[config.mk]
export PLATFORM = sky130hd
export DESIGN_NAME = stepper_ramp_delay_generator_top
export DESIGN_NICKNAME = d
export VERILOG_FILES = /design/src/rtl/core/srdg_pkg.sv /design/src/rtl/core/srdg_divider.sv /design/src/rtl/core/srdg_datapath.sv /design/src/rtl/core/srdg_ctrl.sv /design/src/rtl/core/stepper_ramp_delay_generator_top.sv
export SDC_FILE = /design/constraint.sdc
export NUM_CORES = 2
export LEC_CHECK = 0
export BUFFER_PORTS_ARGS = -buffer_cell sky130_fd_sc_hd__clkbuf_2
export CORE_MARGIN = 5
export CORE_UTILIZATION = 50
export DETAILED_ROUTE_END_ITERATION = 16
export HOLD_SLACK_MARGIN = 0.1
export PLACE_DENSITY = 0.69
export REMOVE_ABC_BUFFERS = 1
export SLEW_MARGIN = 20
export SYNTH_ARGS = -nofsm -noshare
export SYNTH_HDL_FRONTEND = slang
export SYNTH_SLANG_ARGS = --single-unit
[constraint.sdc]
create_clock -name clk -period 42.7 [get_ports clk]
set_input_delay 4.27 -clock clk [delete_from_list [all_inputs] [get_ports clk]]
set_output_delay 4.27 -clock clk [all_outputs]
set_load 0.02 [all_outputs]
[src/rtl/core/srdg_pkg.sv]
// ----------------------------------------------------------------------------
// srdg_pkg
// Shared types and constants of the stepper ramp delay generator.
// ----------------------------------------------------------------------------
package srdg_pkg;

    // default sizing
    localparam int MAX_STEPS_DEF = 256;
    localparam int FRAC_BITS_DEF = 8;

    // fixed field widths
    localparam int DELAY_W = 16;
    localparam int COUNT_W = 9;

    // floor register reset value
    localparam logic [DELAY_W-1:0] MIN_DELAY_RST = 16'd10;

    // move phase codes
    localparam logic [1:0] PH_IDLE  = 2'd0;
    localparam logic [1:0] PH_ACCEL = 2'd1;
    localparam logic [1:0] PH_DECEL = 2'd2;

    // controller to datapath commands
    typedef struct packed {
        logic do_start;     // load a new move and emit its first step
        logic accel_go;     // launch the ramp division
        logic accel_fin;    // finish an accelerating step
        logic dec_read;     // read the store for a slowing step
        logic dec_cap;      // capture the store read data
        logic do_idle;      // build the idle result
        logic load_out;     // move the result into the output register
    } srdg_cmd_t;

    // datapath to controller status
    typedef struct packed {
        logic [1:0] phase;
        logic       div_done;
        logic       out_free;
    } srdg_sts_t;

endpackage

[src/rtl/core/srdg_divider.sv]
// ----------------------------------------------------------------------------
// srdg_divider
// Restoring bit-serial divider, one quotient bit per cycle.
// ----------------------------------------------------------------------------
module srdg_divider
    import srdg_pkg::*;
#(
    parameter int DVD_W = 25,
    parameter int DV_W  = 10
)
(
    input  logic             clk,
    input  logic             rst_n,
    input  logic             go,
    input  logic [DVD_W-1:0] dividend,
    input  logic [DV_W-1:0]  divisor,
    output logic             done,
    output logic [DVD_W-1:0] quotient
);

    localparam int CNT_W = $clog2(DVD_W + 1);

    logic [DV_W-1:0]  rem_reg, rem_next;
    logic [DVD_W-1:0] quo_reg, quo_next;
    logic [DV_W-1:0]  dvs_reg, dvs_next;
    logic [CNT_W-1:0] cnt_reg, cnt_next;
    logic             done_reg, done_next;
    logic [DV_W:0]    trial;
    logic [DV_W:0]    diff;

    // one shift and trial subtract per cycle
    always_comb
    begin
        rem_next  = rem_reg;
        quo_next  = quo_reg;
        dvs_next  = dvs_reg;
        cnt_next  = cnt_reg;
        done_next = 1'b0;
        trial     = {rem_reg, quo_reg[DVD_W-1]};
        diff      = trial - {1'b0, dvs_reg};
        if (go)
        begin
            rem_next = '0;
            quo_next = dividend;
            dvs_next = divisor;
            cnt_next = CNT_W'(DVD_W);
        end
        else if (cnt_reg != '0)
        begin
            if (!diff[DV_W])
            begin
                rem_next = diff[DV_W-1:0];
                quo_next = {quo_reg[DVD_W-2:0], 1'b1};
            end
            else
            begin
                rem_next = trial[DV_W-1:0];
                quo_next = {quo_reg[DVD_W-2:0], 1'b0};
            end
            cnt_next  = cnt_reg - 1'b1;
            done_next = (cnt_reg == CNT_W'(1));
        end
    end

    // control registers
    always_ff @(posedge clk or negedge rst_n)
    begin
        if (!rst_n)
        begin
            cnt_reg  <= '0;
            done_reg <= 1'b0;
        end
        else
        begin
            cnt_reg  <= cnt_next;
            done_reg <= done_next;
        end
    end

    // working registers
    always_ff @(posedge clk)
    begin
        rem_reg <= rem_next;
        quo_reg <= quo_next;
        dvs_reg <= dvs_next;
    end

    assign done     = done_reg;
    assign quotient = quo_reg;

endmodule

[src/rtl/core/srdg_datapath.sv]
// ----------------------------------------------------------------------------
// srdg_datapath
// Ramp state, delay store, divider and result registers.
// ----------------------------------------------------------------------------
module srdg_datapath
    import srdg_pkg::*;
#(
    parameter int MAX_STEPS = MAX_STEPS_DEF,
    parameter int FRAC_BITS = FRAC_BITS_DEF
)
(
    input  logic               clk,
    input  logic               rst_n,
    input  srdg_cmd_t          cmd,
    output srdg_sts_t          sts,
    input  logic [DELAY_W-1:0] initial_delay,
    input  logic [COUNT_W-1:0] step_count,
    input  logic               direction,
    input  logic [DELAY_W-1:0] min_delay,
    input  logic               m_tready,
    output logic               m_tvalid,
    output logic [23:0]        m_tdata,   // delay_us, move_dir, decelerating, zero pad
    output logic               m_tlast,   // last_step
    output logic               m_tuser    // idle
);

    localparam int D_W   = DELAY_W + FRAC_BITS;
    localparam int CNT_W = $clog2(MAX_STEPS + 1);
    localparam int IDX_W = $clog2(MAX_STEPS);
    localparam int DV_W  = IDX_W + 2;
    localparam int DVD_W = D_W + 1;
    localparam int CMP_W = (CNT_W > COUNT_W) ? CNT_W : COUNT_W;

    // ramp state
    logic [D_W-1:0]     delay_reg, delay_next;
    logic [CNT_W-1:0]   step_reg, step_next;
    logic [CNT_W-1:0]   len_reg, len_next;
    logic [1:0]         phase_reg, phase_next;
    logic               dir_reg, dir_next;

    // pending result
    logic [DELAY_W-1:0] res_delay_reg, res_delay_next;
    logic               res_dir_reg, res_dir_next;
    logic               res_dec_reg, res_dec_next;
    logic               res_last_reg, res_last_next;
    logic               res_idle_reg, res_idle_next;

    // output register
    logic               out_valid_reg, out_valid_next;
    logic [DELAY_W-1:0] out_delay_reg;
    logic               out_dir_reg, out_dec_reg, out_last_reg, out_idle_reg;

    // delay store
    logic [DELAY_W-1:0] store_mem [MAX_STEPS];
    logic [DELAY_W-1:0] rd_data_reg;
    logic               wr_en;
    logic [IDX_W-1:0]   wr_addr;
    logic [DELAY_W-1:0] wr_data;
    logic [IDX_W-1:0]   rd_addr;
    logic [CNT_W-1:0]   rd_pos;

    // arithmetic
    logic [D_W-1:0]     floor_lim;
    logic [D_W-1:0]     d_init, d_init_f;
    logic [CMP_W-1:0]   cnt_ext;
    logic [CNT_W-1:0]   cnt_clamp;
    logic [DVD_W-1:0]   quotient;
    logic [DVD_W-1:0]   diff;
    logic [D_W-1:0]     d_ramp, d_ramp_f;
    logic [CNT_W-1:0]   step_inc;
    logic               div_done;

    srdg_divider #(
        .DVD_W (DVD_W),
        .DV_W  (DV_W)
    ) u_div (
        .clk      (clk),
        .rst_n    (rst_n),
        .go       (cmd.accel_go),
        .dividend ({delay_reg, 1'b0}),
        .divisor  ({step_reg[IDX_W-1:0], 2'b01}),
        .done     (div_done),
        .quotient (quotient)
    );

    // floor, start delay, count clamp, ramp step and store read address
    always_comb
    begin
        floor_lim = D_W'(min_delay) << FRAC_BITS;
        d_init    = D_W'(initial_delay) << FRAC_BITS;
        d_init_f  = (d_init < floor_lim) ? floor_lim : d_init;
        cnt_ext   = CMP_W'(step_count);
        if (cnt_ext == '0)
            cnt_clamp = CNT_W'(1);
        else if (cnt_ext > CMP_W'(MAX_STEPS))
            cnt_clamp = CNT_W'(MAX_STEPS);
        else
            cnt_clamp = CNT_W'(cnt_ext);
        diff     = {1'b0, delay_reg} - quotient;
        d_ramp   = diff[D_W-1:0];
        d_ramp_f = (d_ramp < floor_lim) ? floor_lim : d_ramp;
        step_inc = step_reg + 1'b1;
        rd_pos   = len_reg - 1'b1 - step_reg;
        rd_addr  = rd_pos[IDX_W-1:0];
    end

    // next state of the ramp and the pending result
    always_comb
    begin
        delay_next     = delay_reg;
        step_next      = step_reg;
        len_next       = len_reg;
        phase_next     = phase_reg;
        dir_next       = dir_reg;
        res_delay_next = res_delay_reg;
        res_dir_next   = res_dir_reg;
        res_dec_next   = res_dec_reg;
        res_last_next  = res_last_reg;
        res_idle_next  = res_idle_reg;
        wr_en          = 1'b0;
        wr_addr        = '0;
        wr_data        = '0;

        if (cmd.do_start)
        begin
            delay_next = d_init_f;
            len_next   = cnt_clamp;
            dir_next   = direction;
            if (cnt_clamp == CNT_W'(1))
            begin
                phase_next = PH_DECEL;
                step_next  = '0;
            end
            else
            begin
                phase_next = PH_ACCEL;
                step_next  = CNT_W'(1);
            end
            wr_en          = 1'b1;
            wr_data        = d_init_f[FRAC_BITS +: DELAY_W];
            res_delay_next = d_init_f[FRAC_BITS +: DELAY_W];
            res_dir_next   = direction;
            res_dec_next   = 1'b0;
            res_last_next  = 1'b0;
            res_idle_next  = 1'b0;
        end
        else if (cmd.accel_fin)
        begin
            delay_next = d_ramp_f;
            if (step_inc >= len_reg)
            begin
                phase_next = PH_DECEL;
                step_next  = '0;
            end
            else
            begin
                step_next = step_inc;
            end
            wr_en          = 1'b1;
            wr_addr        = step_reg[IDX_W-1:0];
            wr_data        = d_ramp_f[FRAC_BITS +: DELAY_W];
            res_delay_next = d_ramp_f[FRAC_BITS +: DELAY_W];
            res_dir_next   = dir_reg;
            res_dec_next   = 1'b0;
            res_last_next  = 1'b0;
            res_idle_next  = 1'b0;
        end
        else if (cmd.dec_read)
        begin
            if (step_inc >= len_reg)
            begin
                phase_next    = PH_IDLE;
                step_next     = '0;
                res_last_next = 1'b1;
            end
            else
            begin
                step_next     = step_inc;
                res_last_next = 1'b0;
            end
            res_dir_next  = dir_reg;
            res_dec_next  = 1'b1;
            res_idle_next = 1'b0;
        end
        else if (cmd.dec_cap)
        begin
            res_delay_next = rd_data_reg;
        end
        else if (cmd.do_idle)
        begin
            phase_next     = PH_IDLE;
            res_delay_next = '0;
            res_dir_next   = 1'b0;
            res_dec_next   = 1'b0;
            res_last_next  = 1'b0;
            res_idle_next  = 1'b1;
        end
    end

    // output register handshake
    always_comb
    begin
        if (cmd.load_out)
            out_valid_next = 1'b1;
        else if (m_tready)
            out_valid_next = 1'b0;
        else
            out_valid_next = out_valid_reg;
    end

    // control registers
    always_ff @(posedge clk or negedge rst_n)
    begin
        if (!rst_n)
        begin
            delay_reg     <= '0;
            step_reg      <= '0;
            len_reg       <= '0;
            phase_reg     <= PH_IDLE;
            dir_reg       <= 1'b0;
            out_valid_reg <= 1'b0;
        end
        else
        begin
            delay_reg     <= delay_next;
            step_reg      <= step_next;
            len_reg       <= len_next;
            phase_reg     <= phase_next;
            dir_reg       <= dir_next;
            out_valid_reg <= out_valid_next;
        end
    end

    // result payload registers
    always_ff @(posedge clk)
    begin
        res_delay_reg <= res_delay_next;
        res_dir_reg   <= res_dir_next;
        res_dec_reg   <= res_dec_next;
        res_last_reg  <= res_last_next;
        res_idle_reg  <= res_idle_next;
        if (cmd.load_out)
        begin
            out_delay_reg <= res_delay_reg;
            out_dir_reg   <= res_dir_reg;
            out_dec_reg   <= res_dec_reg;
            out_last_reg  <= res_last_reg;
            out_idle_reg  <= res_idle_reg;
        end
    end

    // delay store, one write and one registered read port
    always_ff @(posedge clk)
    begin
        if (wr_en)
            store_mem[wr_addr] <= wr_data;
        if (cmd.dec_read)
            rd_data_reg <= store_mem[rd_addr];
    end

    assign sts.phase    = phase_reg;
    assign sts.div_done = div_done;
    assign sts.out_free = !out_valid_reg || m_tready;

    assign m_tvalid = out_valid_reg;
    assign m_tdata  = {6'b0, out_dec_reg, out_dir_reg, out_delay_reg};
    assign m_tlast  = out_last_reg;
    assign m_tuser  = out_idle_reg;

endmodule

[src/rtl/core/srdg_ctrl.sv]
// ----------------------------------------------------------------------------
// srdg_ctrl
// Sequencer for one request: decode, ramp division or store read, hand-off.
// ----------------------------------------------------------------------------
module srdg_ctrl
    import srdg_pkg::*;
(
    input  logic      clk,
    input  logic      rst_n,
    input  logic      s_tvalid,
    output logic      s_tready,
    input  logic      start_req,
    input  srdg_sts_t sts,
    output srdg_cmd_t cmd
);

    localparam logic [1:0] ST_WAIT = 2'd0;
    localparam logic [1:0] ST_DIV  = 2'd1;
    localparam logic [1:0] ST_READ = 2'd2;
    localparam logic [1:0] ST_DONE = 2'd3;

    logic [1:0] state_reg, state_next;

    // state transitions and commands
    always_comb
    begin
        state_next = state_reg;
        cmd        = '0;
        s_tready   = 1'b0;
        unique case (state_reg)
            ST_WAIT:
            begin
                s_tready = 1'b1;
                if (s_tvalid)
                begin
                    if (start_req)
                    begin
                        cmd.do_start = 1'b1;
                        state_next   = ST_DONE;
                    end
                    else if (sts.phase == PH_ACCEL)
                    begin
                        cmd.accel_go = 1'b1;
                        state_next   = ST_DIV;
                    end
                    else if (sts.phase == PH_DECEL)
                    begin
                        cmd.dec_read = 1'b1;
                        state_next   = ST_READ;
                    end
                    else
                    begin
                        cmd.do_idle = 1'b1;
                        state_next  = ST_DONE;
                    end
                end
            end
            ST_DIV:
            begin
                if (sts.div_done)
                begin
                    cmd.accel_fin = 1'b1;
                    state_next    = ST_DONE;
                end
            end
            ST_READ:
            begin
                cmd.dec_cap = 1'b1;
                state_next  = ST_DONE;
            end
            ST_DONE:
            begin
                if (sts.out_free)
                begin
                    cmd.load_out = 1'b1;
                    state_next   = ST_WAIT;
                end
            end
            default:
            begin
                state_next = ST_WAIT;
            end
        endcase
    end

    // state register
    always_ff @(posedge clk or negedge rst_n)
    begin
        if (!rst_n)
            state_reg <= ST_WAIT;
        else
            state_reg <= state_next;
    end

endmodule

[src/rtl/core/stepper_ramp_delay_generator_top.sv]
// ----------------------------------------------------------------------------
// stepper_ramp_delay_generator_top
// Per-step pulse delays of a symmetric accelerate / decelerate stepper move.
// ----------------------------------------------------------------------------
// Usage
//   s_* channel: one transfer per step request. s_tuser = start_req; a start
//   loads initial_delay, step_count and direction and yields the first step.
//   m_* channel: one transfer per request with the step delay, direction and
//   phase flag in m_tdata, last_step on m_tlast and idle on m_tuser.
//   APB port: register 0 at address 0 is min_delay, the delay floor.
// Timing
//   Requests are handled one at a time. A start or idle request goes through
//   the ST_DONE state to the output register; a slowing step first reads the
//   delay store, an accelerating step first waits for the bit-serial divider
//   that forms 2d/(4i+1) one quotient bit per cycle.
//   The output register frees the engine, so the next request is taken while
//   a result waits; a stalled receiver holds the engine only once a second
//   result is ready.
// Reset
//   rst_n clears the move state to idle and min_delay to 10; the delay store
//   is not cleared, a move only replays entries it wrote itself.
// ----------------------------------------------------------------------------
module stepper_ramp_delay_generator_top
    import srdg_pkg::*;
#(
    parameter int MAX_STEPS = MAX_STEPS_DEF,
    parameter int FRAC_BITS = FRAC_BITS_DEF
)
(
    input  logic        clk,
    input  logic        rst_n,
    // request stream
    input  logic        s_tvalid,
    output logic        s_tready,
    input  logic [31:0] s_tdata,   // initial_delay[15:0], step_count[24:16], direction[25]
    input  logic        s_tuser,   // start_req
    // result stream
    output logic        m_tvalid,
    input  logic        m_tready,
    output logic [23:0] m_tdata,   // delay_us[15:0], move_dir[16], decelerating[17]
    output logic        m_tlast,   // last_step
    output logic        m_tuser,   // idle
    // register port
    input  logic        psel,
    input  logic        penable,
    input  logic        pwrite,
    input  logic [2:0]  paddr,
    input  logic [31:0] pwdata,
    output logic [31:0] prdata,
    output logic        pready
);

    logic [DELAY_W-1:0] min_delay_reg, min_delay_next;
    logic               reg_sel;
    srdg_cmd_t          cmd;
    srdg_sts_t          sts;

    // register decode and write
    assign reg_sel = (paddr[2] == 1'b0);

    always_comb
    begin
        min_delay_next = min_delay_reg;
        if (psel && penable && pwrite && reg_sel)
            min_delay_next = pwdata[DELAY_W-1:0];
    end

    always_ff @(posedge clk or negedge rst_n)
    begin
        if (!rst_n)
            min_delay_reg <= MIN_DELAY_RST;
        else
            min_delay_reg <= min_delay_next;
    end

    assign prdata = reg_sel ? {16'b0, min_delay_reg} : 32'b0;
    assign pready = 1'b1;

    srdg_ctrl u_ctrl (
        .clk       (clk),
        .rst_n     (rst_n),
        .s_tvalid  (s_tvalid),
        .s_tready  (s_tready),
        .start_req (s_tuser),
        .sts       (sts),
        .cmd       (cmd)
    );

    srdg_datapath #(
        .MAX_STEPS (MAX_STEPS),
        .FRAC_BITS (FRAC_BITS)
    ) u_dp (
        .clk           (clk),
        .rst_n         (rst_n),
        .cmd           (cmd),
        .sts           (sts),
        .initial_delay (s_tdata[15:0]),
        .step_count    (s_tdata[24:16]),
        .direction     (s_tdata[25]),
        .min_delay     (min_delay_reg),
        .m_tready      (m_tready),
        .m_tvalid      (m_tvalid),
        .m_tdata       (m_tdata),
        .m_tlast       (m_tlast),
        .m_tuser       (m_tuser)
    );

endmodule
==> key figures <==
Yosys
  – Mapped cell area: 0.168 sq mm
  – Yosys reg bits: 4265
  – Post-synth EDFFs: 4181
  – Multiplexer share of the synthesized area: 15.4%
  – Distinct cell type count after synthesis: 80
  – Synth Area in Simple Gates: 3.91%
  – Syn_area_per_cell: 20.6 sq um
  – Ys Warns: 0
  – Largest family of logic cells by synthesized area: multiplexers
  – Ys async rst share: 1.64%
  – Synth Area in Compound Gates: 2.06%
  – XOR/XNOR Fraction of Synth Area: 0.234%
  – Top FF cell, synth: edfxtp_1
  – Register area share after synthesis: 76.0%
  – Mapped Cells: 8161
  – Adder-Cell Fraction of Synth Area: 0.672%

STA
  – Worst Skew: 59.9 ps
  – Slew margin rel.: 17.2%
  – Final setup viols: 0
  – Hold Fails Final Rpt: 0
  – Slew Viols, Final: 0
  – Tmin final: 9160 ps
  – TNS Setup: 0 ps
  – Worst Tran Pin Value: 1240 ps
  – RSZ-0062 raised after global routing: no
  – Fmax: 109 MHz
  – Hold WS: 421 ps
  – Period utilization: 21.4%

Global routing
  – Largest net degree at the start of global routing: 230
  – Total gr overflow: 0
  – Global-route wire length before repair: 597000 um
  – Overall fraction of global-route tracks in use: 23.5%
  – Vias in the first global route: 84178
  – Initial antenna violation count: 23

Power and ir drop
  – Power Dens Cells: 85.1 mW/mm^2
  – Internal: 9.89 mW
  – Power share of the sequential group: 30.5%
  – Clk pwr share: 22.1%
  – Psw: 6.15 mW
  – Peak supply drop: 104 uV
  – Leakage: 61.7 nW
  – Combinational share of power: 47.4%
  – Sw Share: 38.3%

Clock tree
  – TritonCTS Buffers: 416
  – Worst-skew pair later-pin latency: 960 ps
  – Post-CTS setup buffer count: 0
  – Clock Pin Slew Worst Setup and Hold Paths: 60 ps
  – Sink Count: 4265
  – Cts repair resizes: 0
  – Root buf cell: clkbuf_16
  – CTS max path bufs: 4
  – H-Tree Level Count: 5
  – CTS tree: done
  – Hold-fix buffers, CTS: 0

Floorplanning
  – Die Span Y: 589 um
  – # rows: 212
  – Core region area: 0.334 sq mm
  – IO Pins: 136
  – Initial core utilization: 50.3%
  – Die ar.: 0.347 sq mm
  – Die span in x: 589 um

Setup path
  – Kind of critical path: input port to primary output
  – Critical path depth in cells: 3
  – CP Max Fanout: 17
  – Critical-path top delay cell: clkbuf_2
  – Worst path max stage delay: 230 ps
  – Cell mode on critical path: clkbuf_2
  – Req. time, crit path: 38430 ps
  – R2R depth: 15
  – CP top delay family: buffers and inverters
  – Worst endpoint data arrival time: 4890 ps
  – Crit. End Element: primary output
  – Worst path buffer plus inverter count: 2
  – Startpoint Class: input port
  – Critical-path cell list: clkbuf_2 > nor2_1 > clkbuf_2

Place
  – Routability Congestion: 0.865
  – DP HPWL: 232000 um
  – Placed instance count: 12588
  – Port Buffers: 88

Routing
  – Wirelength, routed: 412000 um
  – DR WL/cell: 30.8 um
  – Detailed Route Iter0 Violations: 11069
  – Vias per Instance: 6.32
  – Drt first pass iters: 6
  – Vias: 84513
  – # DRC: 0
  – Antenna Nets Post-Route: 0

Worst hold path
  – Hold crit path type: register to register
  – Hold depth: 0

Layout
  – Most frequent cells in the layout: 4181 x edfxtp_1, 1120 x mux4_2, 735 x nand2_1
  – Number of flip-flops in the largest register: 4096
  – Area grow syn2layout: 12.3%
  – Finished Layout Cells: 13373
  – Share of cells above drive strength 1: 25.5%
  – Most common cell after layout, fill and taps aside: edfxtp_1
  – Core Util, Final: 56.4%
  – NumNets Final: 8787

Run status
  – Outcome: finished clean

Job
  – Maxcap violations: 0
-- kinds of logic after synthesis --
kind of cell	Yosys count
DFF	4265
AOI/OAI and AO/OA	504
muxes	1178
other	2
and+or+nand+nor	1517
buffers and inverters	562
adders and majority gates	89
xor gates and xnor gates	44
-- Yosys cell counts, drive strengths merged, types with 32 or more instances --
cell type | instances | share of area [%]
a211oi | 55 | 0.25
inv | 91 | 0.20
a31oi | 62 | 0.23
o22ai | 42 | 0.16
clkbuf | 166 | 0.37
nand2 | 753 | 1.7
a21oi | 104 | 0.32
a21o | 33 | 0.15
mux4 | 1120 | 15
nor2 | 363 | 0.81
a311oi | 32 | 0.17
nand3 | 168 | 0.50
o21ai | 52 | 0.16
edfxtp | 4181 | 75
ha | 87 | 0.65
mux2i | 37 | 0.22
and3 | 67 | 0.25
dfrtp | 68 | 1.0
buf | 304 | 1.1
-- layout make-up --
class	count	area, sq um
multi-input combinational	3355	38000
inverter	92	365
timing repair buffer	493	3850
clock inverter	248	2280
fill	24021	145000
antenna	18	45.0
sequential	4265	128000
tap	4387	5490
clock buffer	515	10900
-- metal layers --
layer  vias to the layer above  wire [um]  GRT usage, %
li1                      34433          -             -
met1                     44668     158000          33.5
met2                      4693     195000          36.0
met3                       709      43400          5.37
met4                        10      15200          8.54
met5                         -         64             0
-- power by group through the flow --
stage / logic [mW] / clock network [mW] / registers [mW]
floorplan: 9.86 / 0 / 5.07
finish: 7.59 / 3.55 / 4.89
global placement: 7.52 / 0 / 4.98
detailed placement: 7.60 / 0 / 4.98
CTS: 7.63 / 3.60 / 4.89
global route: 8.03 / 3.78 / 4.90
-- through the flow --
stage	setup slack (ps)	total power [mW]	cell area, sq um
after global routing	33460	16.7	188000
after CTS	33550	16.1	188000
after global placement	33100	12.5	175000
final	33540	16.0	188000
after floorplan	837	14.9	165000
after detailed placement	32850	12.6	175000
-- path summary, 6_finish.rpt --
| path | startpoint | end | slack [ps] |
|---|---|---|---|
| worst max register to register | u_dp.step_reg[0] | u_dp.rd_data_reg[1] | 34430 |
| min in group asynchronous | rst_n | min_delay_reg[15] | 3220 |
| worst min register to register | u_dp.res_delay_reg[4] | u_dp.out_delay_reg[4] | 420 |
| worst max-delay path | paddr[2] | prdata[11] | 33540 |
| worst min-delay path | u_dp.res_delay_reg[4] | u_dp.out_delay_reg[4] | 420 |
| max in group asynchronous | rst_n | min_delay_reg[3] | 38830 |
(Power assumes the default switching activity.)
